**config.mk**
```make
export PLATFORM = sky130hd
export DESIGN_NAME = base64_stream_decoder_top
export DESIGN_NICKNAME = d
export VERILOG_FILES = /design/src/rtl/b64sd_pkg.sv /design/src/rtl/b64sd_classify.sv /design/src/rtl/b64sd_state.sv /design/src/rtl/base64_stream_decoder_top.sv
export SDC_FILE = /design/constraint.sdc
export NUM_CORES = 1
export LEC_CHECK = 0
export BUFFER_PORTS_ARGS = -buffer_cell sky130_fd_sc_hd__buf_2
export CAP_MARGIN = 5
export CORE_MARGIN = 1.5
export CORE_UTILIZATION = 25
export CTS_CLUSTER_DIAMETER = 80
export DETAILED_ROUTE_END_ITERATION = 8
export SLEW_MARGIN = 20
export SYNTH_ARGS = -nofsm -noshare
export SYNTH_HDL_FRONTEND = slang
export SYNTH_SLANG_ARGS = --single-unit
```
**constraint.sdc**
```tcl
create_clock -name clk -period 7.25 [get_ports clk]
set_input_delay 0.3625 -clock clk [delete_from_list [all_inputs] [get_ports clk]]
set_output_delay 0.3625 -clock clk [all_outputs]
set_load 0.02 [all_outputs]
```
**src/rtl/b64sd_pkg.sv**
```systemverilog
// ----------------------------------------------------------------------------
// b64sd_pkg
// types and character constants shared by the base64 stream decoder
// ----------------------------------------------------------------------------
package b64sd_pkg;

	// one character transfer on the input side
	typedef struct packed {
		logic [7:0] char_code;
		logic       start_string;
	} in_t;

	// one result transfer on the output side
	typedef struct packed {
		logic [7:0] out_byte;
		logic       byte_valid;
		logic       decode_error;
		logic       halted;
	} out_t;

	// character classes
	typedef enum logic [1:0] {
		CLS_SEXTET = 2'd0,
		CLS_SPACE  = 2'd1,
		CLS_PAD    = 2'd2,
		CLS_BAD    = 2'd3
	} char_class_t;

	// phase within a group of four sextets
	localparam logic [1:0] PHASE_FIRST  = 2'd0;
	localparam logic [1:0] PHASE_SECOND = 2'd1;
	localparam logic [1:0] PHASE_THIRD  = 2'd2;
	localparam logic [1:0] PHASE_FOURTH = 2'd3;

	localparam logic [7:0] CH_UPPER_A = 8'h41;
	localparam logic [7:0] CH_UPPER_Z = 8'h5A;
	localparam logic [7:0] CH_LOWER_A = 8'h61;
	localparam logic [7:0] CH_LOWER_Z = 8'h7A;
	localparam logic [7:0] CH_DIGIT_0 = 8'h30;
	localparam logic [7:0] CH_DIGIT_9 = 8'h39;
	localparam logic [7:0] CH_PLUS    = 8'h2B;
	localparam logic [7:0] CH_MINUS   = 8'h2D;
	localparam logic [7:0] CH_SLASH   = 8'h2F;
	localparam logic [7:0] CH_UNDER   = 8'h5F;
	localparam logic [7:0] CH_EQUALS  = 8'h3D;
	localparam logic [7:0] CH_SPACE   = 8'h20;
	localparam logic [7:0] CH_TAB     = 8'h09;
	localparam logic [7:0] CH_CR      = 8'h0D;

	localparam logic [7:0] LOWER_BASE = 8'd26;
	localparam logic [7:0] DIGIT_BASE = 8'd52;
	localparam logic [5:0] VAL_62     = 6'd62;
	localparam logic [5:0] VAL_63     = 6'd63;

endpackage

```
**src/rtl/b64sd_classify.sv**
```systemverilog
// ----------------------------------------------------------------------------
// b64sd_classify
// maps one raw character to its class and six-bit value
// ----------------------------------------------------------------------------
module b64sd_classify (
	input  logic [7:0]           char_code,
	output b64sd_pkg::char_class_t char_class,
	output logic [5:0]           sextet
);

	logic [7:0] diff;

	always_comb begin
		char_class = b64sd_pkg::CLS_SEXTET;
		diff       = 8'd0;
		priority if (char_code >= b64sd_pkg::CH_UPPER_A && char_code <= b64sd_pkg::CH_UPPER_Z) begin
			diff = char_code - b64sd_pkg::CH_UPPER_A;
		end else if (char_code >= b64sd_pkg::CH_LOWER_A
				&& char_code <= b64sd_pkg::CH_LOWER_Z) begin
			diff = char_code - b64sd_pkg::CH_LOWER_A + b64sd_pkg::LOWER_BASE;
		end else if (char_code >= b64sd_pkg::CH_DIGIT_0
				&& char_code <= b64sd_pkg::CH_DIGIT_9) begin
			diff = char_code - b64sd_pkg::CH_DIGIT_0 + b64sd_pkg::DIGIT_BASE;
		end else if (char_code == b64sd_pkg::CH_PLUS || char_code == b64sd_pkg::CH_MINUS) begin
			diff = {2'b00, b64sd_pkg::VAL_62};
		end else if (char_code == b64sd_pkg::CH_SLASH || char_code == b64sd_pkg::CH_UNDER) begin
			diff = {2'b00, b64sd_pkg::VAL_63};
		end else if (char_code == b64sd_pkg::CH_EQUALS) begin
			char_class = b64sd_pkg::CLS_PAD;
		end else if (char_code == b64sd_pkg::CH_SPACE
				|| (char_code >= b64sd_pkg::CH_TAB && char_code <= b64sd_pkg::CH_CR)) begin
			char_class = b64sd_pkg::CLS_SPACE;
		end else begin
			char_class = b64sd_pkg::CLS_BAD;
		end
	end

	assign sextet = diff[5:0];

endmodule

```
**src/rtl/b64sd_state.sv**
```systemverilog
// ----------------------------------------------------------------------------
// b64sd_state
// decoder state and per-character result logic
// ----------------------------------------------------------------------------
module b64sd_state (
	input  logic             clk,
	input  logic             arst_n,
	input  logic             advance,
	input  b64sd_pkg::in_t   item,
	output b64sd_pkg::out_t  result
);

	logic [11:0] acc_q;
	logic [1:0]  phase_q;
	logic        halt_q;
	logic        err_q;

	logic [11:0] acc_base, acc_next;
	logic [1:0]  phase_base, phase_next;
	logic        halt_base, halt_next;
	logic        err_base, err_next;
	logic [7:0]  byte_val;
	logic        byte_vld;

	b64sd_pkg::char_class_t char_class;
	logic [5:0]             sextet;

	b64sd_classify u_classify (
		.char_code  (item.char_code),
		.char_class (char_class),
		.sextet     (sextet)
	);

	always_comb begin
		// start of string clears everything before the character is handled
		acc_base   = item.start_string ? 12'd0 : acc_q;
		phase_base = item.start_string ? 2'd0  : phase_q;
		halt_base  = item.start_string ? 1'b0  : halt_q;
		err_base   = item.start_string ? 1'b0  : err_q;

		acc_next   = acc_base;
		phase_next = phase_base;
		halt_next  = halt_base;
		err_next   = err_base;
		byte_val   = 8'd0;
		byte_vld   = 1'b0;

		if (!halt_base && !err_base) begin
			unique case (char_class)
				b64sd_pkg::CLS_SEXTET: begin
					acc_next   = {acc_base[5:0], sextet};
					phase_next = phase_base + 2'd1;
					unique case (phase_base)
						b64sd_pkg::PHASE_FIRST: begin
							byte_vld = 1'b0;
						end
						b64sd_pkg::PHASE_SECOND: begin
							byte_val = acc_next[11:4];
							byte_vld = 1'b1;
						end
						b64sd_pkg::PHASE_THIRD: begin
							byte_val = acc_next[9:2];
							byte_vld = 1'b1;
						end
						b64sd_pkg::PHASE_FOURTH: begin
							byte_val = acc_next[7:0];
							byte_vld = 1'b1;
						end
						default: begin
							byte_vld = 1'b0;
						end
					endcase
				end
				b64sd_pkg::CLS_SPACE: begin
					byte_vld = 1'b0;
				end
				b64sd_pkg::CLS_PAD: begin
					halt_next = 1'b1;
				end
				b64sd_pkg::CLS_BAD: begin
					err_next = 1'b1;
				end
				default: begin
					byte_vld = 1'b0;
				end
			endcase
		end

		result.out_byte     = byte_val;
		result.byte_valid   = byte_vld;
		result.decode_error = err_next;
		result.halted       = halt_next;
	end

	always_ff @(posedge clk or negedge arst_n) begin
		if (!arst_n) begin
			acc_q   <= 12'd0;
			phase_q <= 2'd0;
			halt_q  <= 1'b0;
			err_q   <= 1'b0;
		end else if (advance) begin
			acc_q   <= acc_next;
			phase_q <= phase_next;
			halt_q  <= halt_next;
			err_q   <= err_next;
		end
	end

endmodule

```
**src/rtl/base64_stream_decoder_top.sv**
```systemverilog
// ----------------------------------------------------------------------------
// base64_stream_decoder_top
// base64 text decoder, one character in and one result out per transfer
// ----------------------------------------------------------------------------
//
//   channel   signals                               direction  payload
//   char      char_valid / char_ready / char_item   in         b64sd_pkg::in_t
//   res       res_valid  / res_ready  / res_item    out        b64sd_pkg::out_t
//
// every character transfer gives exactly one result transfer, through the input
// stage and then the result stage; one character per cycle is sustained while res_ready is high
// arst_n clears the accumulator, phase, halt and error flags and both stages
// a stalled result holds in the output stage; the input stage keeps taking
// characters until both stages are full, so no bubble is lost on a stall
// ----------------------------------------------------------------------------
module base64_stream_decoder_top (
	input  logic            clk,
	input  logic            arst_n,
	input  logic            char_valid,
	output logic            char_ready,
	input  b64sd_pkg::in_t  char_item,
	output logic            res_valid,
	input  logic            res_ready,
	output b64sd_pkg::out_t res_item
);

	// input stage
	logic           valid_s1;
	b64sd_pkg::in_t item_s1;

	// result stage
	logic            valid_s2;
	b64sd_pkg::out_t res_s2;

	// combinational result of the character in the input stage
	b64sd_pkg::out_t res_comb;

	logic advance;
	logic res_free;

	// result stage can take a new value when empty or being drained
	assign res_free   = !valid_s2 || res_ready;
	// character in stage one moves on and commits its state update
	assign advance    = valid_s1 && res_free;
	// stage one is free when empty or moving on this cycle
	assign char_ready = !valid_s1 || res_free;

	b64sd_state u_state (
		.clk    (clk),
		.arst_n (arst_n),
		.advance(advance),
		.item   (item_s1),
		.result (res_comb)
	);

	// input register
	always_ff @(posedge clk or negedge arst_n) begin
		if (!arst_n) begin
			valid_s1 <= 1'b0;
		end else if (char_ready) begin
			valid_s1 <= char_valid;
		end
	end

	always_ff @(posedge clk) begin
		if (char_ready && char_valid) begin
			item_s1 <= char_item;
		end
	end

	// result register
	always_ff @(posedge clk or negedge arst_n) begin
		if (!arst_n) begin
			valid_s2 <= 1'b0;
		end else if (res_free) begin
			valid_s2 <= valid_s1;
		end
	end

	always_ff @(posedge clk) begin
		if (advance) begin
			res_s2 <= res_comb;
		end
	end

	assign res_valid = valid_s2;
	assign res_item  = res_s2;

endmodule

```
==> out/qor.csv <==
metric;value;unit
drt first pass iters;4;
Final setup viols;0;
Total GRT Usage;11.0;%
CP Capture Type;register;
Cells on Worst Hold Path;1;
max frequency;0.306;GHz
Critical Path RT;7.37;ns
Routed WL per cell;14.2;um
clock skew;0.00423;ns
Max-slew headroom;50.2;%
LEAKAGE;0.951;nW
first-pass GRT wire length;8.36;mm
Sw Pwr;0.132;mW
PortBufs;25;
Largest delay share family, worst path;compound AO/OA/AOI/OAI gates;
Post-synth EDFFs;20;
Post-CTS Setup Inserts;0;
die footprint;0.00933;mm2
NumNets Final;275;
cts-stage hold buffer count;1;
Internal;0.312;mW
antenna violations before repair;0;
Vias/cell;5.06;
final hold slack;0.255;ns
Yosys warning count;0;
reg2reg path depth;8;
pin count of the biggest net entering global routing;14;
Max IR drop VDD;0.0000782;V
Max Buffers Root-to-Sink;2;
drc violations;0;
Sw Ratio;29.7;%
Worst Setup Start Kind;register;
RSZ-0062 raised after global routing;no;
CP max stage cell;a311oi_1;
placeable core area;0.00834;mm2
root buffer cell;clkbuf_8;
Slew Limit Fails;0;
RR Endpoint;res_item[4];
Final min period;3.27;ns
clock latency on the worst-skew pair;0.28;ns
pwr dens;180;mW/mm2
Initial Util;26.3;%
Final Hold Viols;0;
asr flop ratio synth;37.5;%
r2r startpoint;item_s1[3];
total wire length;5.01;mm
clock slew at reported path FFs;0.06;ns
gr ovfl total;0;
GP Congestion;0.924;
sequential share of power;51.1;%
Die Height;96.6;um
DR iter-0 viols;126;
post-cts sizing count;0;
antenna-violating nets left;0;
Num CTS Buffers;5;
number of global-route vias before repair;1639;
critical-path cell list;inv_1 > ha_1 > nor2b_1 > o21ai_0 > a311oi_1 > a311oi_1 > a22oi_1 > a21oi_1;
share of the synthesized area in the top cell type;27.4;%
FF+latch count, synth;32;
Critical Path AT;3.38;ns
H-tree depth;2;
CP Class;register to register;
layout cells sized above 1;16.1;%
Sink Count;32;
MaxCap Viol Count;0;
slowest stage delay, CP;0.62;ns
fin crit share;45.1;%
synth cell count leaders;26 x nand2_1, 20 x edfxtp_1, 17 x o21ai_0;
most frequent cell after synthesis;nand2_1;
Distinct cells, synth;52;
cell mode on critical path;a311oi_1;
class of the worst hold path;input port to register;
top post-synthesis cells by area;edfxtp_1 27%, dfrtp_1 14%, ha_1 8.0%, nand2_1 4.5%, o21ai_0 3.9%;
Seq/Total Area, Yosys;41.1;%
ant diodes;0;
Synthesized Nets;255;
via count;1791;
clock share of power;28.7;%
Register Area;901;um2
ys flop type;edfxtp_1;
area delta synth->final;12.2;%
Std-Cell Rows;33;
area leader, netlist;edfxtp_1;
syn avg cell area;9.61;um2
Hold Path End;item_s1[7];
area of the multi-input gates;0.00115;mm2
TritonCTS clock tree;built;
hold path startpoint;char_item[7];
Post-Syn Instances;228;
Comb power frac;20.2;%
status;complete, no violations;
Worst-Margin Slew;0.739;ns
# fillers;883;
crit path buf inv count;1;
CP max FO;11;
cell area after synthesis;0.00219;mm2
Ports;26;
width of the chip;96.6;um
Detail Placement HPWL;3.71;mm
setup TNS;0;ns
Reg2Reg Setup Slack;3.98;ns
-- power groups by stage --
stage	Clock, mW	Sequential (mW)	Combinational [mW]
6_report	0.127	0.227	0.0895
5_1_grt	0.143	0.229	0.0998
4_1_cts	0.132	0.226	0.0892
3_5_place_dp	0	0.230	0.0884
3_3_place_gp	0	0.230	0.0879
2_1_floorplan	0	0.229	0.0640
-- flip-flops by register name, summed over array words and instances (netlist names) --
name,flops
res_item,11
item_s1,9
u_state.acc_q,6
u_state.phase_q,2
res_valid,1
u_state.err_q,1
u_state.halt_q,1
valid_s1,1
-- layout by cell type, fill, tap and decap left out, types with 3 or more instances in the layout --
master | Yosys | layout
a21oi_1 | 8 | 8
o21ai_0 | 17 | 17
buf_2 | 7 | 25
nand4_1 | 3 | 3
o211ai_1 | 4 | 4
nor2b_1 | 3 | 3
clkbuf_8 | 0 | 5
a21o_1 | 4 | 4
and3_1 | 4 | 4
edfxtp_1 | 20 | 20
nor4_1 | 3 | 3
a22oi_1 | 3 | 3
a222oi_1 | 3 | 3
nand3_1 | 7 | 7
ha_1 | 14 | 14
nand3b_1 | 3 | 3
nor3_1 | 6 | 6
xnor2_1 | 7 | 7
nand2_1 | 26 | 26
dfrtp_1 | 12 | 12
nand2b_1 | 9 | 9
a31oi_1 | 3 | 3
inv_1 | 14 | 14
nor2_1 | 7 | 7
-- worst reg2reg max path, cell delays in order (launching register included) --
cell and delay (ns):
edfxtp_1 0.60, inv_1 0.15, ha_1 0.32, nor2b_1 0.17, o21ai_0 0.60, a311oi_1 0.29
a311oi_1 0.62, a22oi_1 0.18, a21oi_1 0.17
-- per-stage QoR --
stage	setup WS (ns)	cell area, um2	utilization [%]	total power, mW	cells
floorplan	4.45	2190	-	0.293	228
global placement	4.09	2370	28.4	0.317	345
detailed placement	4.11	2370	28.4	0.318	345
CTS	4.10	2460	29.5	0.448	354
global route	3.71	2460	29.5	0.471	354
finish	3.98	2460	29.5	0.443	354
-- area by class of cell --
| class | instances | share of cell area, % |
|---|---|---|
| clock buffers | 7 | 3.10 |
| flip-flops and latches | 32 | 36.6 |
| clock inverters | 1 | 0.204 |
| repair buffers | 26 | 5.50 |
| multi-input cells | 168 | 46.9 |
| well taps | 105 | 5.34 |
| inverters | 15 | 2.29 |
-- metal layers --
| metal | track usage, % | share of wire (%) |
|---|---|---|
| met3 | 2.60 | 5.8 |
| met5 | 0 | 0 |
| met1 | 15.9 | 49 |
| met4 | 2.34 | 0.28 |
| met2 | 16.5 | 45 |
-- worst max path at each step --
stage | startpoint | to | slack [ns] | cells after the start
CTS | item_s1[3] | res_item[4] | 4.10 | 8
floorplan | item_s1[3] | res_item[6] | 4.45 | 11
global placement | item_s1[3] | res_item[4] | 4.09 | 8
finish | item_s1[3] | res_item[4] | 3.98 | 8
detailed placement | item_s1[3] | res_item[4] | 4.11 | 8
global route | item_s1[3] | res_item[4] | 3.71 | 8
-- logic make-up after synthesis --
logic type      after synthesis  share of synthesized area, %
xor+xnor                      7                          2.80
mux                           2                         0.914
flops                        32                          41.1
simple gates                 81                          19.5
fa+ha+maj                    14                          8.00
compound gates               64                          21.5
buf+inv                      28                          6.22
Note: power is estimated with default switching activity, not from simulation.
